`src/sv/dpf_pkg.sv`:
```
package dpf_pkg;

    localparam int Capacity  = 64;
    localparam int AddrW     = $clog2(Capacity);
    localparam int OccW      = $clog2(Capacity + 1);
    localparam int EntryW    = 64;

    localparam logic [1:0] KIND_ADD     = 2'd0;
    localparam logic [1:0] KIND_FORWARD = 2'd1;
    localparam logic [1:0] KIND_COUNT   = 2'd2;
    localparam logic [1:0] KIND_NONE    = 2'd3;

    typedef struct packed {
        logic [1:0]  kind;
        logic [15:0] source;
        logic [15:0] destination;
        logic [31:0] timestamp;
        logic [31:0] start_time;
        logic [31:0] end_time;
    } req_t;

    typedef struct packed {
        logic        accepted;
        logic        packet_valid;
        logic [15:0] out_source;
        logic [15:0] out_destination;
        logic [31:0] out_timestamp;
        logic [6:0]  match_count;
    } rsp_t;

endpackage

```
`src/sv/dpf_ram.sv`:
```
module dpf_ram #(
    parameter int Width = 8,
    parameter int Depth = 16
) (
    input  logic                     clk,
    input  logic                     we,
    input  logic [$clog2(Depth)-1:0] waddr,
    input  logic [Width-1:0]         wdata,
    input  logic [$clog2(Depth)-1:0] raddr,
    output logic [Width-1:0]         rdata
);
    logic [Width-1:0] mem [Depth];

    always_ff @(posedge clk)
    begin
        if (we)
        begin
            mem[waddr] <= wdata;
        end
        rdata <= mem[raddr];
    end
endmodule

```
`src/sv/dpf_front.sv`:
```
// Request intake: two-entry queue between the ports and the engine.
module dpf_front (
    input  logic          clk,
    input  logic          rst_n,
    input  logic          in_valid,
    output logic          in_ready,
    input  dpf_pkg::req_t in_req,
    output logic          q_valid,
    input  logic          q_ready,
    output dpf_pkg::req_t q_req
);
    import dpf_pkg::*;

    req_t       slot_reg [2];
    logic [1:0] cnt_reg;
    logic       rd_reg;
    logic       wr_reg;
    logic       push;
    logic       pop;

    assign in_ready = (cnt_reg != 2'd2);
    assign q_valid  = (cnt_reg != 2'd0);
    assign q_req    = slot_reg[rd_reg];
    assign push     = in_valid && in_ready;
    assign pop      = q_valid && q_ready;

    always_ff @(posedge clk or negedge rst_n)
    begin
        if (!rst_n)
        begin
            cnt_reg <= 2'd0;
            rd_reg  <= 1'b0;
            wr_reg  <= 1'b0;
        end
        else
        begin
            if (push)
            begin
                wr_reg <= ~wr_reg;
            end
            if (pop)
            begin
                rd_reg <= ~rd_reg;
            end
            cnt_reg <= cnt_reg + {1'b0, push} - {1'b0, pop};
        end
    end

    always_ff @(posedge clk)
    begin
        if (push)
        begin
            slot_reg[wr_reg] <= in_req;
        end
    end

    assert property (@(posedge clk) disable iff (!rst_n) cnt_reg <= 2'd2)
        else $error("queue count overflow");
    assert property (@(posedge clk) disable iff (!rst_n)
        (cnt_reg == 2'd0) |-> !pop)
        else $error("pop from empty queue");
    assert property (@(posedge clk) disable iff (!rst_n)
        (cnt_reg == 2'd2) |-> !push)
        else $error("push into full queue");
endmodule

```
`src/sv/dpf_engine.sv`:
```
// Back end: ring store in RAM, scans one entry per cycle.
module dpf_engine (
    input  logic          clk,
    input  logic          rst_n,
    input  logic          cfg_we,
    input  logic [6:0]    cfg_data,
    input  logic          q_valid,
    output logic          q_ready,
    input  dpf_pkg::req_t q_req,
    output logic          out_valid,
    input  logic          out_ready,
    output dpf_pkg::rsp_t out_rsp
);
    import dpf_pkg::*;

    localparam logic [1:0] ST_IDLE = 2'd0;
    localparam logic [1:0] ST_SCAN = 2'd1;
    localparam logic [1:0] ST_DONE = 2'd2;

    logic [1:0]       state_reg;
    req_t             req_reg;
    logic [6:0]       limit_reg;
    logic [AddrW-1:0] head_reg;
    logic [OccW-1:0]  occ_reg;
    logic [OccW-1:0]  idx_reg;
    logic             rvalid_reg;
    logic             dup_reg;
    logic [6:0]       count_reg;
    rsp_t             rsp_reg;
    rsp_t             rsp_next;
    logic             ovalid_reg;

    logic [OccW-1:0]  lim_eff;
    logic [AddrW-1:0] raddr;
    logic [EntryW-1:0] rdata;
    logic [AddrW-1:0] waddr;
    logic             we;
    logic [15:0]      e_src;
    logic [15:0]      e_dst;
    logic [31:0]      e_ts;
    logic             scan_last;
    logic             evict;

    always_comb
    begin
        if (limit_reg == 7'd0)
        begin
            lim_eff = OccW'(1);
        end
        else if (32'(limit_reg) > Capacity)
        begin
            lim_eff = OccW'(Capacity);
        end
        else
        begin
            lim_eff = OccW'(limit_reg);
        end
    end

    assign raddr = head_reg + idx_reg[AddrW-1:0];
    assign {e_src, e_dst, e_ts} = rdata;
    assign scan_last = rvalid_reg && (idx_reg == occ_reg);
    assign evict = (occ_reg >= lim_eff);
    // after an eviction the head moves up one and occupancy drops one, so the
    // new tail slot is head + occupancy either way
    assign waddr = head_reg + occ_reg[AddrW-1:0];
    assign we = (state_reg == ST_DONE) && (req_reg.kind == KIND_ADD) && !dup_reg;

    dpf_ram #(.Width(EntryW), .Depth(Capacity)) u_ram (
        .clk   (clk),
        .we    (we),
        .waddr (waddr),
        .wdata ({req_reg.source, req_reg.destination, req_reg.timestamp}),
        .raddr (raddr),
        .rdata (rdata)
    );

    assign q_ready   = (state_reg == ST_IDLE) && !ovalid_reg;
    assign out_valid = ovalid_reg;
    assign out_rsp   = rsp_reg;

    always_comb
    begin
        rsp_next = '0;
        case (req_reg.kind)
            KIND_ADD:
            begin
                rsp_next.accepted = !dup_reg;
            end
            KIND_FORWARD:
            begin
                if (occ_reg != '0)
                begin
                    rsp_next.packet_valid    = 1'b1;
                    rsp_next.out_source      = e_src;
                    rsp_next.out_destination = e_dst;
                    rsp_next.out_timestamp   = e_ts;
                end
            end
            KIND_COUNT:
            begin
                rsp_next.match_count = count_reg;
            end
            default:
            begin
            end
        endcase
    end

    always_ff @(posedge clk or negedge rst_n)
    begin
        if (!rst_n)
        begin
            state_reg  <= ST_IDLE;
            limit_reg  <= 7'd64;
            head_reg   <= '0;
            occ_reg    <= '0;
            idx_reg    <= '0;
            rvalid_reg <= 1'b0;
            dup_reg    <= 1'b0;
            count_reg  <= '0;
            rsp_reg    <= '0;
            ovalid_reg <= 1'b0;
        end
        else
        begin
            if (cfg_we)
            begin
                limit_reg <= cfg_data;
            end
            if (ovalid_reg && out_ready)
            begin
                ovalid_reg <= 1'b0;
            end
            unique case (state_reg)
                ST_IDLE:
                begin
                    if (q_valid && q_ready)
                    begin
                        idx_reg    <= '0;
                        rvalid_reg <= 1'b0;
                        dup_reg    <= 1'b0;
                        count_reg  <= '0;
                        // every kind passes through scan; forward uses it to
                        // issue the head read
                        state_reg  <= ST_SCAN;
                    end
                end
                ST_SCAN:
                begin
                    if (req_reg.kind == KIND_FORWARD || req_reg.kind == KIND_NONE)
                    begin
                        state_reg <= ST_DONE;
                    end
                    else
                    begin
                        // read of slot idx-1 lands while idx is issued
                        if (rvalid_reg)
                        begin
                            if (e_src == req_reg.source && e_dst == req_reg.destination
                                && e_ts == req_reg.timestamp)
                            begin
                                dup_reg <= 1'b1;
                            end
                            if (e_dst == req_reg.destination && e_ts >= req_reg.start_time
                                && e_ts <= req_reg.end_time)
                            begin
                                count_reg <= count_reg + 7'd1;
                            end
                        end
                        if (occ_reg == '0 || scan_last)
                        begin
                            state_reg <= ST_DONE;
                        end
                        else
                        begin
                            idx_reg    <= idx_reg + OccW'(1);
                            rvalid_reg <= 1'b1;
                        end
                    end
                end
                ST_DONE:
                begin
                    rsp_reg    <= rsp_next;
                    ovalid_reg <= 1'b1;
                    state_reg  <= ST_IDLE;
                    case (req_reg.kind)
                        KIND_ADD:
                        begin
                            if (!dup_reg)
                            begin
                                if (evict)
                                begin
                                    head_reg <= head_reg + AddrW'(1);
                                end
                                else
                                begin
                                    occ_reg <= occ_reg + OccW'(1);
                                end
                            end
                        end
                        KIND_FORWARD:
                        begin
                            if (occ_reg != '0)
                            begin
                                head_reg <= head_reg + AddrW'(1);
                                occ_reg  <= occ_reg - OccW'(1);
                            end
                        end
                        default:
                        begin
                        end
                    endcase
                end
                default:
                begin
                    state_reg <= ST_IDLE;
                end
            endcase
        end
    end

    always_ff @(posedge clk)
    begin
        if (state_reg == ST_IDLE && q_valid && q_ready)
        begin
            req_reg <= q_req;
        end
    end

    assert property (@(posedge clk) disable iff (!rst_n) occ_reg <= OccW'(Capacity))
        else $error("occupancy beyond capacity");
    assert property (@(posedge clk) disable iff (!rst_n)
        we |-> (state_reg == ST_DONE))
        else $error("store written outside completion");
    assert property (@(posedge clk) disable iff (!rst_n)
        (state_reg == ST_DONE) |=> out_valid)
        else $error("completion without response");
    assert property (@(posedge clk) disable iff (!rst_n)
        (out_valid && !out_ready) |=> $stable(out_rsp))
        else $error("response changed while stalled");
endmodule

```
`src/sv/dedup_packet_fifo_with_range_count_core.sv`:
```
// Bounded packet FIFO with duplicate suppression and windowed count.
// Input channel: in_valid/in_ready carry one request (kind, source,
// destination, timestamp, start_time, end_time). Kind 0 adds a packet
// unless an identical triple is stored, evicting the oldest when at the
// limit; kind 1 pops the oldest; kind 2 counts entries for destination
// with timestamp inside [start_time, end_time]; kind 3 does nothing.
// Output channel: out_valid/out_ready carry one response per request.
// memory_limit is written via cfg_we/cfg_data (0 acts as 1, above 64 as 64).
// Scanning: an add or count reads the stored entries one per cycle through
// the store's single read port, while forward reads only the head entry. A
// two-entry request queue lets the sender keep going while the engine works.
// Reset empties the store (head and occupancy cleared), limit goes to 64.
// When the receiver stalls the response is held in its output register and
// the engine stops taking requests; the queue fills and in_ready drops.
module dedup_packet_fifo_with_range_count_core (
    input  logic        clk,
    input  logic        rst_n,
    input  logic        cfg_we,
    input  logic [6:0]  cfg_data,
    input  logic        in_valid,
    output logic        in_ready,
    input  logic [1:0]  kind,
    input  logic [15:0] source,
    input  logic [15:0] destination,
    input  logic [31:0] timestamp,
    input  logic [31:0] start_time,
    input  logic [31:0] end_time,
    output logic        out_valid,
    input  logic        out_ready,
    output logic        accepted,
    output logic        packet_valid,
    output logic [15:0] out_source,
    output logic [15:0] out_destination,
    output logic [31:0] out_timestamp,
    output logic [6:0]  match_count
);
    import dpf_pkg::*;

    req_t in_req;
    req_t q_req;
    rsp_t rsp;
    logic q_valid;
    logic q_ready;

    assign in_req = '{kind: kind, source: source, destination: destination,
                      timestamp: timestamp, start_time: start_time,
                      end_time: end_time};

    dpf_front u_front (
        .clk      (clk),
        .rst_n    (rst_n),
        .in_valid (in_valid),
        .in_ready (in_ready),
        .in_req   (in_req),
        .q_valid  (q_valid),
        .q_ready  (q_ready),
        .q_req    (q_req)
    );

    dpf_engine u_engine (
        .clk       (clk),
        .rst_n     (rst_n),
        .cfg_we    (cfg_we),
        .cfg_data  (cfg_data),
        .q_valid   (q_valid),
        .q_ready   (q_ready),
        .q_req     (q_req),
        .out_valid (out_valid),
        .out_ready (out_ready),
        .out_rsp   (rsp)
    );

    assign accepted        = rsp.accepted;
    assign packet_valid    = rsp.packet_valid;
    assign out_source      = rsp.out_source;
    assign out_destination = rsp.out_destination;
    assign out_timestamp   = rsp.out_timestamp;
    assign match_count     = rsp.match_count;
endmodule

```
`config.mk`:
```
export PLATFORM = sky130hd
export DESIGN_NAME = dedup_packet_fifo_with_range_count_core
export DESIGN_NICKNAME = d
export VERILOG_FILES = /design/src/sv/dpf_pkg.sv /design/src/sv/dpf_ram.sv /design/src/sv/dpf_front.sv /design/src/sv/dpf_engine.sv /design/src/sv/dedup_packet_fifo_with_range_count_core.sv
export SDC_FILE = /design/constraint.sdc
export NUM_CORES = 2
export LEC_CHECK = 0
export BUFFER_PORTS_ARGS = -buffer_cell sky130_fd_sc_hd__clkbuf_2
export CAP_MARGIN = 20
export CORE_ASPECT_RATIO = 0.7
export CORE_MARGIN = 2
export CORE_UTILIZATION = 31
export CTS_BUF_LIST = sky130_fd_sc_hd__clkbuf_8
export CTS_CLUSTER_DIAMETER = 200
export DETAILED_ROUTE_END_ITERATION = 10
export PLACE_DENSITY = 0.42
export SLEW_MARGIN = 20
export SYNTH_ARGS = -nofsm -noshare
export SYNTH_HDL_FRONTEND = slang
export SYNTH_MEMORY_MAX_BITS = 65536
export SYNTH_SLANG_ARGS = --single-unit
```
`constraint.sdc`:
```
create_clock -name clk -period 8.9 [get_ports clk]
set_clock_uncertainty 0.05 [all_clocks]
set_input_delay 0.445 -clock clk [delete_from_list [all_inputs] [get_ports clk]]
set_output_delay 0.445 -clock clk [all_outputs]
set_load 0.03 [all_outputs]
```
==> results.sh <==
export IMPL_status="finished clean"
export IMPL_tightest_slew_ns=1.19
export IMPL_drtIter0Drc=11007
export IMPL_syn_avg_cell_area_um2=24.0
export IMPL_die_area_mm2=0.579
export IMPL_dp_final_hpwl_um=314000
export IMPL_port_buffers=216
export IMPL_wl_per_cell_um=34.4
export IMPL_cpMaxStageDelayCell="fa_4"
export IMPL_largest_register_ffs=4096
export IMPL_synth_area_mm2=0.178
export IMPL_clk_pin_slew_ns=0.06
export IMPL_num_fill_cells=52193
export IMPL_grt_pass1_wl_um=777000
export IMPL_clock_fmax_mhz=193
export IMPL_grt_max_degree=117
export IMPL_final_setup_worst_slack_ns=3.73
export IMPL_start_util=0.311
export IMPL_hold_buffers=290
export IMPL_crit_path_start_kind="flip-flop"
export IMPL_antenna_found_initial=41
export IMPL_critical_path_max_fanout=82
export IMPL_clock_path_buffers=4
export IMPL_grt_pass1_vias=88658
export IMPL_first_pass_iters=5
export IMPL_drv_slew=0
export IMPL_cts_root_buf="clkbuf_8"
export IMPL_postCtsSetupBuffers=0
export IMPL_ys_async_sr_fraction=0.0249
export IMPL_rows=232
export IMPL_numClockSinks=4666
export IMPL_irDropWorstVdd_v=0.000368
export IMPL_ys_seq_area_frac=0.782
export IMPL_fin_crit_ns=5.17
export IMPL_die_w_um=908
export IMPL_crit_end="u_engine.u_ram.rdata[37]"
export IMPL_timing_setup_tns_ns=0
export IMPL_overflow=0
export IMPL_boundaryPins=217
export IMPL_p_leak_nw=65.6
export IMPL_critPathLaunch="u_engine.idx_reg[0]"
export IMPL_cts_tree="built"
export IMPL_powerDensity_mw_per_mm2=351
export IMPL_ant_nets=0
export IMPL_crit_required_ns=10.00
export IMPL_rsz0062_at_grt="no"
export IMPL_fin_crit_sh=0.581
export IMPL_synthDistinctLibCells=54
export IMPL_dp_slack_ns=3.52
export IMPL_rrSetupSlack_ns=3.73
export IMPL_final_hold_violation_count=0
export IMPL_max_cap_violations=0
export IMPL_vias=87269
export IMPL_synth_edf_count=4486
export IMPL_reg2reg_depth=9
export IMPL_synth_main_ff_cell="edfxtp_1"
export IMPL_cts_resized=0
export IMPL_seqCellArea_mm2=0.139
export IMPL_track_usage=0.195
export IMPL_cts_made_buffers=739
export IMPL_yosys_warnings=0
export IMPL_gp_congestion=0.766
export IMPL_crit_arrival_ns=6.27
export IMPL_cp_cell_sequence="ha_4 -> fa_4 -> buf_16 -> buf_12 -> mux4_2 -> mux4_2 -> nor2b_1 -> a211oi_1 -> a21oi_1"
export IMPL_end_kind="flip-flop"
export IMPL_crit_type="flip-flop to flip-flop"
export IMPL_max_stage_delay_ns=1.10
export IMPL_viasPerCell=5.19
export IMPL_hold_path_class="input pin to asynchronous set/reset pin"
export IMPL_area_growth_pct=16.3
export IMPL_drive_gt1_frac=0.316
export IMPL_syn_inst=7399
export IMPL_synth_seq_cells=4666
export IMPL_core_mm2=0.570
export IMPL_r2r_start="u_engine.idx_reg[0]"
export IMPL_syn_num_nets=7635
export IMPL_nets=8827
export IMPL_die_h_um=637
export IMPL_cp_common_cell="mux4_2"
export IMPL_slew_headroom=0.204
export IMPL_h_tree_depth=6
export IMPL_multiInputGateArea_mm2=0.0374
export IMPL_setup_violations=0
export IMPL_r2r_end="u_engine.u_ram.rdata[37]"
export IMPL_routed_wl_um=578000
export IMPL_drc_errors=0
export IMPL_clk_latency_ns=1.32
[how the worst min path moves through the flow]
stage                from  cells past startpoint               endpoint
floorplan           rst_n                      0  u_engine.count_reg[0]
global placement    rst_n                      1   u_engine.out_rsp[51]
detailed placement  rst_n                      1   u_engine.out_rsp[45]
CTS                 rst_n                      4   u_engine.out_rsp[45]
global route        rst_n                      4   u_engine.out_rsp[42]
finish              rst_n                      4   u_engine.out_rsp[45]
[cells in the final DEF (no fill, tap or decap), types with 71 or more instances in the layout]
master and n:
a21oi_1 102, a22o_1 71, buf_4 250, clkbuf_2 215, clkbuf_8 774, clkinv_1 141, dfrtp_1 114, dlygate4sd3_1 289
edfxtp_1 4486, ha_1 90, inv_1 394, mux2_2 141, mux4_2 1280
[metal layers]
metal  part of all wire  global-route usage  vias to the layer above
met4              0.024              0.0462                        8
met5           0.000088                   0                        -
met2               0.44               0.286                     3313
li1                   -                   -                    34162
met1               0.47               0.302                    49046
met3              0.066              0.0330                      740
[cell usage after synthesis (11+ instances only)]
library cell	instances	area share
edfxtp_1	4486	0.76
mux4_2	1280	0.16
clkbuf_1	184	0.0039
mux2_2	141	0.0089
buf_2	136	0.0038
dfrtp_1	115	0.016
a21oi_1	102	0.0029
nor2_1	93	0.0020
ha_1	91	0.0064
inv_1	79	0.0017
a22o_1	71	0.0035
a211oi_1	67	0.0028
mux2i_1	66	0.0037
nor2b_1	66	0.0023
dfxtp_1	64	0.0072
xor2_1	60	0.0030
nand2_1	56	0.0012
xnor2_1	43	0.0021
nand3_1	33	0.00093
buf_1	30	0.00063
o21ai_0	23	0.00065
nand4_1	19	0.00067
nor4_1	17	0.00060
a21o_1	11	0.00047
nand2b_1	11	0.00039
[cells by family (layout without fill, tap and decap cells)]
group,Yosys count,count (layout),share of synthesized area
buffers and inverters,434,2218,0.0103
other,0,15,0
adders and majority gates,94,94,0.00675
and+or+nand+nor,320,320,0.00900
AOI/OAI and AO/OA,295,295,0.0113
DFF,4666,4666,0.782
muxes,1487,1487,0.175
xor gates and xnor gates,103,103,0.00508
[power by group]
part	internal (W)	total (W)	switching (W)
Combinational	0.0109	0.0257	0.0147
Clock	0.00835	0.0172	0.00887
Sequential	0.0283	0.0296	0.00131
[cell type report]
cell class              instances  area share
diodes                         15    0.000182
clock buffers                 774      0.0516
clock inverters               559      0.0138
inverters                      79     0.00147
multi-input cells            2299       0.181
flip-flops and latches       4666       0.673
well taps                    7605      0.0461
repair buffers                806      0.0333
[metrics by stage]
step | power [W] | hold WS (ns) | instances | util | instance area (um^2)
floorplan | 0.0468 | 0.0994 | 7399 | - | 178000
finish | 0.0725 | 0.250 | 16803 | 0.362 | 207000
detailed placement | 0.0560 | 0.385 | 15163 | 0.333 | 190000
global placement | 0.0557 | 0.380 | 15162 | 0.333 | 190000
CTS | 0.0735 | 0.134 | 16786 | 0.362 | 206000
global route | 0.0756 | 0.192 | 16789 | 0.362 | 206000
[critical path: cells and delay by family, from the launching register on]
family	cells	cell delay (ns)
adders and majority gates	2	1.31
muxes	2	1.06
AOI/OAI and AO/OA	2	0.93
buffers and inverters	2	0.71
DFF	1	0.47
and+or+nand+nor	1	0.21
No activity file was read; power rests on OpenSTA's default activity.
